==> src/rtl/core/brn_pkg.sv <==
// Shared types, constants and the microcode ROM of the Roman numeral converter.
package brn_pkg;

    localparam int VALUE_W  = 12;
    localparam int LETTER_W = 7;
    localparam int WEIGHT_W = 10;
    localparam int STEP_W   = 4;

    localparam logic [VALUE_W-1:0] THOUSANDS_FOUR = 12'd4000;

    localparam logic [LETTER_W-1:0] CHAR_I = 7'h49;
    localparam logic [LETTER_W-1:0] CHAR_V = 7'h56;
    localparam logic [LETTER_W-1:0] CHAR_X = 7'h58;
    localparam logic [LETTER_W-1:0] CHAR_L = 7'h4C;
    localparam logic [LETTER_W-1:0] CHAR_C = 7'h43;
    localparam logic [LETTER_W-1:0] CHAR_D = 7'h44;
    localparam logic [LETTER_W-1:0] CHAR_M = 7'h4D;

    typedef struct packed {
        logic [WEIGHT_W-1:0] weight;
        logic [LETTER_W-1:0] ltr_a;
        logic [LETTER_W-1:0] ltr_b;
        logic                pair;
    } ctrl_word_t;

    typedef struct packed {
        logic load;
        logic sub_en;
    } dp_ctrl_t;

    typedef struct packed {
        logic rem_zero;
        logic fits;
        logic exact;
    } dp_status_t;

    typedef struct packed {
        logic                valid;
        logic [LETTER_W-1:0] letter;
        logic                last;
    } emit_t;

    function automatic ctrl_word_t ucode_rom(input logic [STEP_W-1:0] step);
        ctrl_word_t w;
        unique case (step)
            4'd0:    w = '{10'd1000, CHAR_M, CHAR_M, 1'b0};
            4'd1:    w = '{10'd900,  CHAR_C, CHAR_M, 1'b1};
            4'd2:    w = '{10'd500,  CHAR_D, CHAR_D, 1'b0};
            4'd3:    w = '{10'd400,  CHAR_C, CHAR_D, 1'b1};
            4'd4:    w = '{10'd100,  CHAR_C, CHAR_C, 1'b0};
            4'd5:    w = '{10'd90,   CHAR_X, CHAR_C, 1'b1};
            4'd6:    w = '{10'd50,   CHAR_L, CHAR_L, 1'b0};
            4'd7:    w = '{10'd40,   CHAR_X, CHAR_L, 1'b1};
            4'd8:    w = '{10'd10,   CHAR_X, CHAR_X, 1'b0};
            4'd9:    w = '{10'd9,    CHAR_I, CHAR_X, 1'b1};
            4'd10:   w = '{10'd5,    CHAR_V, CHAR_V, 1'b0};
            4'd11:   w = '{10'd4,    CHAR_I, CHAR_V, 1'b1};
            default: w = '{10'd1,    CHAR_I, CHAR_I, 1'b0};
        endcase
        return w;
    endfunction

endpackage

==> src/rtl/core/brn_datapath.sv <==
// Remainder register with compare and subtract against the current weight.
module brn_datapath
    import brn_pkg::*;
(
    input  logic                aclk,
    input  dp_ctrl_t            ctrl,
    input  logic [VALUE_W-1:0]  load_value,
    input  logic [WEIGHT_W-1:0] weight,
    output dp_status_t          status
);

    logic [VALUE_W-1:0] rem_reg;
    logic [VALUE_W-1:0] rem_next;
    logic [VALUE_W-1:0] weight_ext;

    assign weight_ext = {{(VALUE_W-WEIGHT_W){1'b0}}, weight};

    always_comb begin
        rem_next = rem_reg;
        if (ctrl.load) begin
            // thousands digit four contributes no letters
            rem_next = (load_value >= THOUSANDS_FOUR) ? load_value - THOUSANDS_FOUR
                                                      : load_value;
        end else if (ctrl.sub_en) begin
            rem_next = rem_reg - weight_ext;
        end
    end

    always_ff @(posedge aclk) begin
        rem_reg <= rem_next;
    end

    assign status.rem_zero = (rem_reg == '0);
    assign status.fits     = (rem_reg >= weight_ext);
    assign status.exact    = (rem_reg == weight_ext);

endmodule

==> src/rtl/core/brn_sequencer.sv <==
// Microcode sequencer: step counter, ROM fetch and conditional step advance.
module brn_sequencer
    import brn_pkg::*;
(
    input  logic                aclk,
    input  logic                aresetn,
    input  logic                start,
    input  logic                emit_ok,
    input  dp_status_t          status,
    output logic                idle,
    output dp_ctrl_t            ctrl,
    output logic [WEIGHT_W-1:0] weight,
    output emit_t               emit
);

    typedef enum logic [1:0] {
        ST_IDLE,
        ST_RUN,
        ST_SECOND
    } state_t;

    state_t            state_reg;
    state_t            state_next;
    logic [STEP_W-1:0] step_reg;
    logic [STEP_W-1:0] step_next;
    ctrl_word_t        cw;

    assign cw     = ucode_rom(step_reg);
    assign weight = cw.weight;
    assign idle   = (state_reg == ST_IDLE);

    always_comb begin
        state_next  = state_reg;
        step_next   = step_reg;
        ctrl.load   = 1'b0;
        ctrl.sub_en = 1'b0;
        emit.valid  = 1'b0;
        emit.letter = cw.ltr_a;
        emit.last   = 1'b0;
        unique case (state_reg)
            ST_IDLE: begin
                if (start) begin
                    ctrl.load  = 1'b1;
                    step_next  = '0;
                    state_next = ST_RUN;
                end
            end
            ST_RUN: begin
                priority if (status.rem_zero) begin
                    state_next = ST_IDLE;
                end else if (!status.fits) begin
                    step_next = step_reg + 1'b1;
                end else if (emit_ok) begin
                    emit.valid = 1'b1;
                    if (cw.pair) begin
                        state_next = ST_SECOND;
                    end else begin
                        ctrl.sub_en = 1'b1;
                        emit.last   = status.exact;
                    end
                end
            end
            ST_SECOND: begin
                emit.letter = cw.ltr_b;
                if (emit_ok) begin
                    emit.valid  = 1'b1;
                    emit.last   = status.exact;
                    ctrl.sub_en = 1'b1;
                    step_next   = step_reg + 1'b1;
                    state_next  = ST_RUN;
                end
            end
            default: state_next = ST_IDLE;
        endcase
    end

    always_ff @(posedge aclk) begin
        if (!aresetn) begin
            state_reg <= ST_IDLE;
            step_reg  <= '0;
        end else begin
            state_reg <= state_next;
            step_reg  <= step_next;
        end
    end

endmodule

==> src/rtl/core/binary_to_roman_numeral_core.sv <==
// First letter: the value is loaded, then each ROM step whose weight does not fit is skipped,
// and the fitting step's letter is registered in the output register; a zero check ends a value.
// Throughput: one value at a time; a new value is taken only once the sequencer is idle again.
// The step counter, its single compare-subtract on the remainder and output stalls set the pace.
// Reset: synchronous, active low; sequencer returns to idle and the output register empties.
// Top level: value input channel, letter output register and converter instances.
module binary_to_roman_numeral_core
    import brn_pkg::*;
(
    input  logic                aclk,
    input  logic                aresetn,
    input  logic                s_valid,
    output logic                s_ready,
    input  logic [VALUE_W-1:0]  s_value,
    output logic                m_valid,
    input  logic                m_ready,
    output logic [LETTER_W-1:0] m_letter,
    output logic                m_last_letter
);

    dp_ctrl_t            ctrl;
    dp_status_t          status;
    emit_t               emit;
    logic [WEIGHT_W-1:0] weight;
    logic                idle;
    logic                emit_ok;

    logic                m_valid_reg;
    logic [LETTER_W-1:0] m_letter_reg;
    logic                m_last_reg;

    assign emit_ok = !m_valid_reg || m_ready;
    assign s_ready = idle;

    brn_sequencer u_seq (
        .aclk    (aclk),
        .aresetn (aresetn),
        .start   (s_valid),
        .emit_ok (emit_ok),
        .status  (status),
        .idle    (idle),
        .ctrl    (ctrl),
        .weight  (weight),
        .emit    (emit)
    );

    brn_datapath u_dp (
        .aclk       (aclk),
        .ctrl       (ctrl),
        .load_value (s_value),
        .weight     (weight),
        .status     (status)
    );

    always_ff @(posedge aclk) begin
        if (!aresetn) begin
            m_valid_reg <= 1'b0;
        end else if (emit.valid) begin
            m_valid_reg <= 1'b1;
        end else if (m_ready) begin
            m_valid_reg <= 1'b0;
        end
    end

    always_ff @(posedge aclk) begin
        if (emit.valid) begin
            m_letter_reg <= emit.letter;
            m_last_reg   <= emit.last;
        end
    end

    assign m_valid       = m_valid_reg;
    assign m_letter      = m_letter_reg;
    assign m_last_letter = m_last_reg;

endmodule

==> config.mk <==
export PLATFORM = sky130hd
export DESIGN_NAME = binary_to_roman_numeral_core
export DESIGN_NICKNAME = d
export VERILOG_FILES = /design/src/rtl/core/brn_pkg.sv /design/src/rtl/core/brn_datapath.sv /design/src/rtl/core/brn_sequencer.sv /design/src/rtl/core/binary_to_roman_numeral_core.sv
export SDC_FILE = /design/constraint.sdc
export NUM_CORES = 1
export LEC_CHECK = 0
export BUFFER_PORTS_ARGS = -buffer_cell sky130_fd_sc_hd__buf_2
export CAP_MARGIN = 0
export CORE_MARGIN = 2
export CORE_UTILIZATION = 35
export DETAILED_ROUTE_END_ITERATION = 7
export SETUP_SLACK_MARGIN = 0.15
export SYNTH_ARGS = -nofsm -noshare
export SYNTH_HDL_FRONTEND = slang
export SYNTH_HIERARCHICAL = 1
export SYNTH_SLANG_ARGS = --single-unit
==> constraint.sdc <==
create_clock -name aclk -period 9.5 [get_ports aclk]
set_input_delay 0.475 -clock aclk [delete_from_list [all_inputs] [get_ports aclk]]
set_output_delay 0.475 -clock aclk [all_outputs]
set_load 0.01 [all_outputs]
==> run summary <==
====================================================================================
Count of hold-fix buffers inserted at cts                                          0
Share of flip-flops with an asynchronous set or reset after synthesis             0%
Tightest Hold Check Type                                                   in -> reg
Synth area leaders                                                      sky130_fd_sc_hd__edfxtp_1 20%, sky130_fd_sc_hd__dfxtp_1 18%, sky130_fd_sc_hd__ha_1 11%
Die area                                                                0.009322 mm2
CP arrival                                                                   4.28 ns
Maximum resistive drop on vdd                                            0.0001856 V
Critical path class                                                       reg -> reg
Detail-routed net length per standard cell                                  13.79 um
Count of unique library cells instantiated by Yosys                               68
Cell accounting for the most synthesized area                           sky130_fd_sc_hd__edfxtp_1
Pin count of the biggest net entering global routing                              24
Number of standard cells in the layout, taps in and fillers out                  425
Post-synthesis instance area                                            0.002998 mm2
Critical path's most frequent cell                                      sky130_fd_sc_hd__inv_1
Simple-Gate Fraction of Synth Area                                            15.73%
Status                                                                  complete, no violations
Final-report setup violation count                                                 0
Element type at the critical path end                                       register
Total core area                                                         0.008258 mm2
Number of top-level pins                                                          26
Data required time at the worst endpoint                                     9.70 ns
Worst Max-Slew Pin Slew                                                    0.8647 ns
Initial cell density of the core                                              36.30%
Number of fillers in the final layout                                            838
Number of clock sinks                                                             47
H-Tree Level Count                                                                 2
Post-Route Setup TNS                                                            0 ns
Area Overhead vs Synth                                                        7.387%
Largest register FFs                                                              20
Total power divided by cell area                                        295.2 mW/mm2
Fraction of synthesized cell area taken by the top area cell type             20.03%
Mapped Cells                                                                     307
Combinational family with the most area after synthesis                 compound AO/OA/AOI/OAI gates
Cell-by-cell listing of the critical path                               inv_1, ha_1, inv_1, fa_1, a21oi_1, o211ai_1, and2_1, a2111o_1, nand2_1, and3_4, and2_4, mux2i_2, inv_1, ha_1, a32o_1
Remaining DRCs                                                                     0
Yosys warning total                                                                6
NumNets Final                                                                    363
Count of buffers added by post-CTS timing repair for setup                         0
Die height                                                                  96.55 um
Overall track demand over capacity in global routing                          13.74%
Placed wire-length estimate after detailed placement                         4494 um
Fraction of final layout cells with drive strength greater than 1             18.44%
Insertion delay to the later sink of the worst-skew pair                     0.30 ns
Upper clock frequency limit                                                245.4 MHz
Total routed wirelength                                                      5859 um
Number of detailed-route iterations in the first pass                              5
Mux cell area share after synthesis                                           4.883%
Global placement routability congestion                                       0.9036
Synthesized flop and latch total                                                  47
GR Overflow Total                                                                  0
Number of enable-type register cells in the synthesized netlist                   20
Number of CTS-inserted buffers                                                     5
Total inserted antenna cells                                                       0
Number of violations of the max-capacitance limit                                  0
Area share of xor/xnor cells in the synthesized design                        2.629%
Wire length of the first global-routing pass                                 9818 um
Leading register cell type out of synthesis                             sky130_fd_sc_hd__dfxtp_1
Die W                                                                       96.55 um
Cell with the largest stage delay on the worst path                     sky130_fd_sc_hd__mux2i_2
Normalized max-slew margin                                                    42.14%
Detailed Route Iter0 Violations                                                  116
Via count of the first global-routing pass                                      2069
CTS root buffer                                                         sky130_fd_sc_hd__clkbuf_8
Quantity of gates resized following cts                                            0
Clock Pin Slew Worst Setup and Hold Paths                                    0.09 ns
Via Count                                                                       2118
Buffer levels on the longest clock path                                            2
TritonCTS clock tree                                                           built
Worst-path maximum fanout                                                         10
Post-synthesis adder-cell area fraction                                       11.94%
Worst setup SP type                                                         register
Final period util                                                             42.89%
Worst clock skew on the final layout                                     0.005017 ns
Post-Syn Nets                                                                    351
Leak pwr                                                                    1.344 nW
Sequential fraction of the synthesis area                                     38.06%
Port Buffers                                                                      25
Core Rows                                                                         33
Post-DRT Antenna Nets                                                              0
Tmin final                                                                  4.075 ns
Setup repair after global routing missed its margin                               no
Average cell area after synthesis                                          9.765 um2
Flop2flop setup slack                                                        5.43 ns
Total count of max-transition violations in the final report                       0
Largest incremental delay on the critical path                               0.49 ns
Cell Count Post-Placement                                                        417
Compound-Gate Fraction of Synth Area                                          17.61%
Initial antenna violation count                                                    0
Final Hold Vio Count                                                               0
Vias per inst                                                                  4.984
====================================================================================
where the power goes:
part	leakage, nW	internal (mW)	total [mW]	switching [mW]
clock network	0.0587	0.0798	0.151	0.0716
logic	0.881	0.190	0.467	0.277
registers	0.404	0.296	0.332	0.0365
total	1.34	0.565	0.950	0.385
final cells by class:
class	count	area (um2)	share of cell area [%]
timing repair buffer	27	140.1	4.353
clock inverter	3	47.55	1.477
tap	105	131.4	4.081
multi-input combinational	212	1590	49.40
inverter	26	100.1	3.109
sequential	47	1141	35.44
clock buffer	5	68.82	2.138
placed cells by master, fill, tap and decap left out, types with 4 or more instances in the layout:
master	count
sky130_fd_sc_hd__a21o_1	5
sky130_fd_sc_hd__a21oi_1	14
sky130_fd_sc_hd__and2_1	4
sky130_fd_sc_hd__buf_2	25
sky130_fd_sc_hd__clkbuf_8	5
sky130_fd_sc_hd__dfxtp_1	27
sky130_fd_sc_hd__edfxtp_1	20
sky130_fd_sc_hd__ha_1	27
sky130_fd_sc_hd__inv_1	24
sky130_fd_sc_hd__mux2_2	5
sky130_fd_sc_hd__mux2i_1	5
sky130_fd_sc_hd__nand2_1	31
sky130_fd_sc_hd__nand2b_1	5
sky130_fd_sc_hd__nand3_1	6
sky130_fd_sc_hd__nor2_1	11
sky130_fd_sc_hd__nor3_1	7
sky130_fd_sc_hd__o21a_1	5
sky130_fd_sc_hd__o21ai_0	7
sky130_fd_sc_hd__o21ai_1	9
sky130_fd_sc_hd__xor2_1	6
metrics by stage:
stage               util [%]  worst slack, ns  instance area (um2)  hold WS (ns)  total power [mW]
floorplan                  -            5.806                 2998        0.4648            0.7147
global placement       37.58            5.614                 3103        0.4895            0.7972
detailed placement     37.58            5.461                 3103        0.4938            0.8021
CTS                    38.98            5.460                 3219        0.4485            0.9587
global route           38.98            5.064                 3219        0.4549             1.034
finish                 38.98            5.425                 3219        0.4531            0.9504
logic make-up (layout without fill, tap and decap cells):
kind of cell | Yosys count | count (layout)
compound gates | 71 | 71
simple gates | 89 | 89
buf+inv | 48 | 61
flops | 47 | 47
mux | 13 | 13
xor+xnor | 9 | 9
fa+ha+maj | 28 | 28
other cells | 2 | 2
Yosys cell counts (6+ instances only):
cell type,number
sky130_fd_sc_hd__ha_1,27
sky130_fd_sc_hd__o21ai_0,7
sky130_fd_sc_hd__xor2_1,6
sky130_fd_sc_hd__a21oi_1,14
sky130_fd_sc_hd__buf_4,13
sky130_fd_sc_hd__nand2_1,31
sky130_fd_sc_hd__nor3_1,7
sky130_fd_sc_hd__inv_1,24
sky130_fd_sc_hd__nor2_1,11
sky130_fd_sc_hd__o21ai_1,9
sky130_fd_sc_hd__dfxtp_1,27
sky130_fd_sc_hd__nand3_1,6
sky130_fd_sc_hd__edfxtp_1,20
routing by layer:
layer	share of wire (%)	global-route usage [%]
met5	0	0
met4	1.8	4.695
met3	3.4	2.638
met2	45	21.82
met1	49	18.73
worst paths after layout:
kind | from | end | depth (start not counted)
min reg2reg | u_seq/state_reg[1]$_SDFFE_PN0P_ | u_seq/state_reg[1]$_SDFFE_PN0P_ | 2
max | u_dp/rem_reg[0]$_DFFE_PP_ | u_seq/cw[19]$_SDFF_PP0_ | 15
max reg2reg | u_dp/rem_reg[0]$_DFFE_PP_ | u_seq/cw[19]$_SDFF_PP0_ | 15
min | s_value[2] | u_dp/rem_reg[2]$_DFFE_PP_ | 3
worst max-delay path: cells and delay by family, from the launching register on:
kind / cells / cell delay, ns
adders and majority gates: 3 / 0.93
AOI/OAI and AO/OA: 4 / 1.09
and+or+nand+nor: 4 / 0.68
buffers and inverters: 3 / 0.36
DFF: 1 / 0.41
muxes: 1 / 0.49
(Power assumes the default switching activity.)
